===== config.mk =====
export PLATFORM = sky130hd
export DESIGN_NAME = hpvt_row_mac
export DESIGN_NICKNAME = d
export VERILOG_FILES = /design/src/hdl/hpvt_pkg.sv /design/src/hdl/hpvt_row_mac.sv
export SDC_FILE = /design/constraint.sdc
export NUM_CORES = 2
export LEC_CHECK = 0
export BUFFER_PORTS_ARGS = -buffer_cell sky130_fd_sc_hd__buf_2
export CAP_MARGIN = 15
export CORE_UTILIZATION = 35
export CTS_CLUSTER_SIZE = 16
export DETAILED_ROUTE_END_ITERATION = 16
export MAX_ROUTING_LAYER = met4
export SKIP_LAST_GASP = 1
export SLEW_MARGIN = 20
export SYNTH_ARGS = -nofsm -noshare
export SYNTH_HDL_FRONTEND = slang
export SYNTH_SLANG_ARGS = --single-unit

===== constraint.sdc =====
create_clock -name clk -period 9.1 [get_ports clk]
set_clock_uncertainty 0.1 [all_clocks]
set_input_delay 1.365 -clock clk [delete_from_list [all_inputs] [get_ports clk]]
set_output_delay 1.365 -clock clk [all_outputs]
set_load 0.01 [all_outputs]

===== src/hdl/hpvt_pkg.sv =====
// Shared types and constants for the homogeneous point/vector transform core.
`default_nettype none
package hpvt_pkg;

    localparam int COORD_W   = 32;
    localparam int FRAC_W    = COORD_W / 2;
    localparam int SLOT_W    = 16;
    localparam int ROW_W     = 64;
    localparam int NUM_LANES = 3;
    // Rounded row sum width: product plus two carry bits, minus coefficient fraction bits.
    localparam int ROW_SUM_W = COORD_W + 6;
    localparam int QUO_W     = ROW_SUM_W + FRAC_W;
    localparam int CFG_IDX_W = 2;

    localparam logic [CFG_IDX_W-1:0] REG_ROW_ZERO  = 2'd0;
    localparam logic [CFG_IDX_W-1:0] REG_ROW_ONE   = 2'd1;
    localparam logic [CFG_IDX_W-1:0] REG_ROW_TWO   = 2'd2;
    localparam logic [CFG_IDX_W-1:0] REG_ROW_THREE = 2'd3;

    localparam logic [ROW_W-1:0] ROW_ZERO_RST  = 64'h0000_0000_0000_1000;
    localparam logic [ROW_W-1:0] ROW_ONE_RST   = 64'h0000_0000_1000_0000;
    localparam logic [ROW_W-1:0] ROW_TWO_RST   = 64'h0000_1000_0000_0000;
    localparam logic [ROW_W-1:0] ROW_THREE_RST = 64'h1000_0000_0000_0000;

    localparam logic [ROW_SUM_W-1:0] ROW_SUM_ONE = ROW_SUM_W'(1) << FRAC_W;

    localparam logic signed [COORD_W-1:0] COORD_MAX = {1'b0, {(COORD_W-1){1'b1}}};
    localparam logic signed [COORD_W-1:0] COORD_MIN = {1'b1, {(COORD_W-1){1'b0}}};

    typedef struct packed {
        logic                      func;
        logic signed [COORD_W-1:0] x_in;
        logic signed [COORD_W-1:0] y_in;
        logic signed [COORD_W-1:0] z_in;
    } in_req_t;

    typedef struct packed {
        logic signed [COORD_W-1:0] x_out;
        logic signed [COORD_W-1:0] y_out;
        logic signed [COORD_W-1:0] z_out;
        logic                      w_was_zero;
        logic                      saturated;
    } out_rsp_t;

    typedef struct packed {
        logic [NUM_LANES-1:0] neg;
        logic                 wzero;
    } div_side_t;

endpackage
`default_nettype wire


===== src/hdl/hpvt_row_mac.sv =====
// One matrix row: four products, then rounded sum, two register stages.
`default_nettype none
module hpvt_row_mac
    import hpvt_pkg::*;
#(
    parameter int COEFF_WIDTH = 16
)
(
    input  wire logic                        clk,
    input  wire logic                        en,
    input  wire logic [ROW_W-1:0]            row,
    input  wire logic signed [COORD_W-1:0]   x,
    input  wire logic signed [COORD_W-1:0]   y,
    input  wire logic signed [COORD_W-1:0]   z,
    input  wire logic                        homog,
    output      logic signed [ROW_SUM_W-1:0] row_sum
);

    localparam int COEFF_FRAC = COEFF_WIDTH - 4;
    localparam int PROD_W     = COORD_W + COEFF_WIDTH;
    localparam int SUM_W      = PROD_W + 2;
    localparam logic signed [SUM_W-1:0] RND = SUM_W'(1) << (COEFF_FRAC - 1);

    logic signed [COEFF_WIDTH-1:0] c0, c1, c2, c3;
    logic signed [PROD_W-1:0] p0_reg, p1_reg, p2_reg, p3_reg;
    logic signed [PROD_W-1:0] p0_next, p1_next, p2_next, p3_next;
    logic signed [SUM_W-1:0]  sum;
    logic signed [SUM_W-1:0]  sum_shr;
    logic signed [ROW_SUM_W-1:0] row_sum_reg;

    assign c0 = $signed(row[0*SLOT_W +: COEFF_WIDTH]);
    assign c1 = $signed(row[1*SLOT_W +: COEFF_WIDTH]);
    assign c2 = $signed(row[2*SLOT_W +: COEFF_WIDTH]);
    assign c3 = $signed(row[3*SLOT_W +: COEFF_WIDTH]);

    always_comb
    begin
        p0_next = PROD_W'(c0) * PROD_W'(x);
        p1_next = PROD_W'(c1) * PROD_W'(y);
        p2_next = PROD_W'(c2) * PROD_W'(z);
        p3_next = homog ? (PROD_W'(c3) <<< FRAC_W) : '0;
    end

    always_comb
    begin
        sum = SUM_W'(p0_reg) + SUM_W'(p1_reg) + SUM_W'(p2_reg) + SUM_W'(p3_reg) + RND;
        sum_shr = sum >>> COEFF_FRAC;
    end

    always_ff @(posedge clk)
    begin
        if (en)
        begin
            p0_reg      <= p0_next;
            p1_reg      <= p1_next;
            p2_reg      <= p2_next;
            p3_reg      <= p3_next;
            row_sum_reg <= sum_shr[ROW_SUM_W-1:0];
        end
    end

    assign row_sum = row_sum_reg;

endmodule
`default_nettype wire


==> metrics.md <==
| Metric | Value |
|---|---|
| Data required, critical path | `9.30 ns` |
| CTS HTree Levels | `4` |
| Worst Path Arrival | `8.19 ns` |
| Post-CTS setup buffers | `0` |
| Number of distinct library cells after synthesis | `75` |
| Clock transition at the register clock pins on the worst setup and hold paths after CTS | `0.09 ns` |
| Antenna violations before repair | `14` |
| Predominant post-synthesis flop cell | `sky130_fd_sc_hd__edfxtp_1` |
| Routability cong. | `0.889` |
| Post-detailed-placement half-perimeter wirelength | `135000 um` |
| Wire length of the first global-routing pass | `260000 um` |
| Synthesized net count | `8683` |
| Area enclosed by the die boundary | `181000 sq um` |
| Final Max Slew Viols | `0` |
| Master cell of the clock root buffer | `sky130_fd_sc_hd__clkbuf_16` |
| Launch point of the worst path | `row[33]` |
| Total via count after detailed routing | `43600` |
| Number of placed I/O pins | `201` |
| Buffer levels on the longest clock path | `2` |
| Seq/Total Area, Yosys | `9.47%` |
| # port buffers | `200` |
| Vias in the first global route | `47700` |
| Minimum clock period after layout | `7.98 ns` |
| Crit path capture type | `register` |
| Delay-heaviest family, CP | `adder cells` |
| Area grow syn2layout | `6.17%` |
| Register Area | `5950 sq um` |
| Maximum number of pins on one net before global-route repair | `74` |
| Run status | `finished clean` |
| Vert. Die Dim | `425 um` |
| Reg2Reg Launch Point | `p1_reg[24]` |
| Number of violations reported at the end of detailed-routing iteration 0 | `2284` |
| Effective utilization at floorplan | `35.2%` |
| Post-DR wirelength/cell | `18.1 um` |
| Startpoint of the lowest-slack hold path | `p3_reg[30]` |
| Total iterations of the first detailed-routing run | `6` |
| Critical path's most frequent cell | `sky130_fd_sc_hd__fa_1` |
| Final setup margin | `1.12 ns` |
| Setup slack at placement | `0.641 ns` |
| Netlist area before placement | `62800 sq um` |
| DRC viols | `0` |
| Net total in the final layout | `8676` |
| Number of buffers created by CTS | `17` |
| Max-Slew Margin vs Limit | `37.8%` |
| Max-cap violations | `0` |
| Flop and latch count out of synthesis | `198` |
| Number of routed nets with antenna violations | `0` |
| RSZ-0062 raised after global routing | `false` |
| Synth warn | `0` |
| Type of the most critical hold path | `reg2reg` |
| Chain of cells forming the critical path | `buf_2 -> nand2_1 -> inv_1 -> fa_1 -> fa_1 -> fa_1 -> fa_1 -> fa_1 -> fa_1 -> ha_1 -> a21oi_1 -> o21ai_0 -> a21o_1 -> a2111oi_0 -> nor2_1 -> a311o_1 -> a311oi_2` |
| CP max stage cell | `sky130_fd_sc_hd__fa_1` |
| CTS sink cnt | `198` |
| Number of gates resized after CTS | `0` |
| Std-Cell Core Area | `178000 sq um` |
| Cell count after synthesis | `6579` |
| Hold-fix buffer count after cts | `0` |
| Detailed-route wire length | `162000 um` |
| Type of element launching the critical path | `input pin` |
| Residual overflow from global routing | `0` |
| Bufs and invs on worst path | `2` |
| Combined area of the multi-input logic cells | `49600 sq um` |
| Max Fanout on Critical Path | `32` |
| Die span in x | `425 um` |
| Number of hold violations in the final report | `0` |
| Clock latency of the later-clocked register in the worst-skew pair | `0.47 ns` |
| Total track usage | `19.0%` |
| Clock tree from TritonCTS | `yes` |
| Share of final-layout standard cells stronger than drive strength 1 | `4.43%` |
| Post-synth EDFFs | `198` |
| CP peak stage delay | `0.93 ns` |
| Period utilisation layout | `87.7%` |
| Transition time at the pin with the least slew margin | `0.909 ns` |
| Highest clock rate | `0.125 GHz` |
| Fill cell total of the finished layout | `17800` |
| Kind of critical path | `in2reg` |
| Mean post-synth cell area | `9.54 sq um` |
| Post-DR vias/cell | `4.87` |
| Async S/R FF share, synth | `0%` |
| Cell row count | `155` |
| Setup TNS | `0 ns` |
| # setup viols final | `0` |
cells by family after synthesis:
group	count (synthesis)	share of synthesized area [%]
fa+ha+maj	1941	57.1
buf+inv	1915	11.5
simple gates	1856	14.2
compound gates	487	5.25
flops	198	9.47
xor+xnor	179	2.50
mux	3	0.0478
worst reg2reg max path, stage by stage, from the launching register on:
cell and delay [ns]:
sky130_fd_sc_hd__edfxtp_1 0.49, sky130_fd_sc_hd__fa_1 0.57, sky130_fd_sc_hd__fa_1 0.42, sky130_fd_sc_hd__ha_1 0.42
sky130_fd_sc_hd__nand4_1 0.15, sky130_fd_sc_hd__nor2_1 0.24, sky130_fd_sc_hd__nand3_1 0.16, sky130_fd_sc_hd__nor3_1 0.73
sky130_fd_sc_hd__a211oi_1 0.31, sky130_fd_sc_hd__o31ai_1 0.56, sky130_fd_sc_hd__a41oi_1 0.27, sky130_fd_sc_hd__nand2b_1 0.18
sky130_fd_sc_hd__a21oi_1 0.09, sky130_fd_sc_hd__xnor2_1 0.13
cell type report:
class	instances	area share (%)
well taps	2355	4.42
multi-input cells	4466	74.5
clock buffers	17	0.638
repair buffers	227	1.82
flip-flops and latches	198	8.92
clock inverters	15	0.329
diodes	9	0.0338
inverters	1662	9.36
synthesized netlist by cell type (3+ instances only):
library cell | number | area share, %
sky130_fd_sc_hd__nor3_1 | 29 | 0.23
sky130_fd_sc_hd__a21oi_2 | 3 | 0.042
sky130_fd_sc_hd__a41oi_1 | 7 | 0.098
sky130_fd_sc_hd__mux2i_1 | 3 | 0.048
sky130_fd_sc_hd__and2_1 | 635 | 6.3
sky130_fd_sc_hd__ha_1 | 403 | 8.0
sky130_fd_sc_hd__nor2b_1 | 16 | 0.16
sky130_fd_sc_hd__a2111oi_0 | 4 | 0.056
sky130_fd_sc_hd__edfxtp_1 | 198 | 9.5
sky130_fd_sc_hd__nand2_1 | 897 | 5.4
sky130_fd_sc_hd__and3_1 | 8 | 0.080
sky130_fd_sc_hd__o211ai_1 | 12 | 0.14
sky130_fd_sc_hd__nand2b_1 | 31 | 0.31
sky130_fd_sc_hd__buf_1 | 4 | 0.024
sky130_fd_sc_hd__fa_1 | 1538 | 49
sky130_fd_sc_hd__o31ai_4 | 3 | 0.10
sky130_fd_sc_hd__a221oi_1 | 5 | 0.070
sky130_fd_sc_hd__buf_2 | 3 | 0.024
sky130_fd_sc_hd__a21o_1 | 89 | 1.1
sky130_fd_sc_hd__xnor2_1 | 132 | 1.8
sky130_fd_sc_hd__inv_1 | 1660 | 9.9
sky130_fd_sc_hd__nand3_1 | 29 | 0.23
sky130_fd_sc_hd__o31ai_1 | 9 | 0.11
sky130_fd_sc_hd__or2_2 | 3 | 0.030
sky130_fd_sc_hd__or3_1 | 3 | 0.030
sky130_fd_sc_hd__a31oi_1 | 10 | 0.10
sky130_fd_sc_hd__a211oi_1 | 14 | 0.17
sky130_fd_sc_hd__nand4_1 | 18 | 0.18
sky130_fd_sc_hd__xor2_1 | 47 | 0.66
sky130_fd_sc_hd__a211o_1 | 3 | 0.042
sky130_fd_sc_hd__a21oi_1 | 155 | 1.2
sky130_fd_sc_hd__clkbuf_1 | 245 | 1.5
sky130_fd_sc_hd__o21a_1 | 34 | 0.41
sky130_fd_sc_hd__nor2_1 | 173 | 1.0
sky130_fd_sc_hd__and4_1 | 7 | 0.098
sky130_fd_sc_hd__o21ai_0 | 67 | 0.53
sky130_fd_sc_hd__o21ai_1 | 3 | 0.024
sky130_fd_sc_hd__o21bai_1 | 34 | 0.41
cells in the final DEF (no fill, tap or decap), types with 4 or more instances in the layout:
cell type	instances
sky130_fd_sc_hd__a2111oi_0	4
sky130_fd_sc_hd__ha_1	403
sky130_fd_sc_hd__nand2b_1	31
sky130_fd_sc_hd__nor2b_1	16
sky130_fd_sc_hd__a211oi_1	14
sky130_fd_sc_hd__o21a_1	34
sky130_fd_sc_hd__nand3_1	29
sky130_fd_sc_hd__a41oi_1	7
sky130_fd_sc_hd__nand4_1	18
sky130_fd_sc_hd__edfxtp_1	198
sky130_fd_sc_hd__buf_2	199
sky130_fd_sc_hd__nand2_1	897
sky130_fd_sc_hd__diode_2	9
sky130_fd_sc_hd__a31oi_1	10
sky130_fd_sc_hd__o21bai_1	34
sky130_fd_sc_hd__o21ai_0	67
sky130_fd_sc_hd__xnor2_1	132
sky130_fd_sc_hd__and3_1	8
sky130_fd_sc_hd__a21o_1	89
sky130_fd_sc_hd__a21oi_1	155
sky130_fd_sc_hd__and4_1	7
sky130_fd_sc_hd__o31ai_1	9
sky130_fd_sc_hd__nor2_1	173
sky130_fd_sc_hd__a221oi_1	5
sky130_fd_sc_hd__inv_1	1660
sky130_fd_sc_hd__buf_4	27
sky130_fd_sc_hd__xor2_1	47
sky130_fd_sc_hd__nor3_1	29
sky130_fd_sc_hd__clkbuf_16	17
sky130_fd_sc_hd__o211ai_1	12
sky130_fd_sc_hd__clkinv_8	6
sky130_fd_sc_hd__and2_1	635
sky130_fd_sc_hd__fa_1	1538
per-layer routing:
metal | routed length [um] | up-vias | global-route usage (%)
li1 | - | 19300 | -
met3 | 7220 | 296 | 1.67
met5 | 0 | - | -
met1 | 63600 | 22800 | 22.9
met4 | 9380 | 0 | 9.25
met2 | 82000 | 1184 | 32.0
stage by stage:
stage	cells	utilization, %	instance area [sq um]	hold WS (ns)
final	8949	37.4	66600	0.893
after global routing	8949	37.4	66600	0.936
after CTS	8940	37.4	66600	0.904
after detailed placement	8908	37.0	66000	0.878
after global placement	8908	37.0	66000	0.875
after floorplan	6579	-	62800	0.773
worst paths after layout:
check | cells past startpoint | slack [ns] | endpoint
min | 3 | 0.89 | row_sum[18]
max reg2reg | 13 | 4.06 | row_sum[36]
min reg2reg | 3 | 0.89 | row_sum[18]
max | 17 | 1.12 | p2_reg[44]
Power is left out: the tool's default activity adds up to more than one toggle a clock period on the data nets, which glitch-free logic cannot reach.
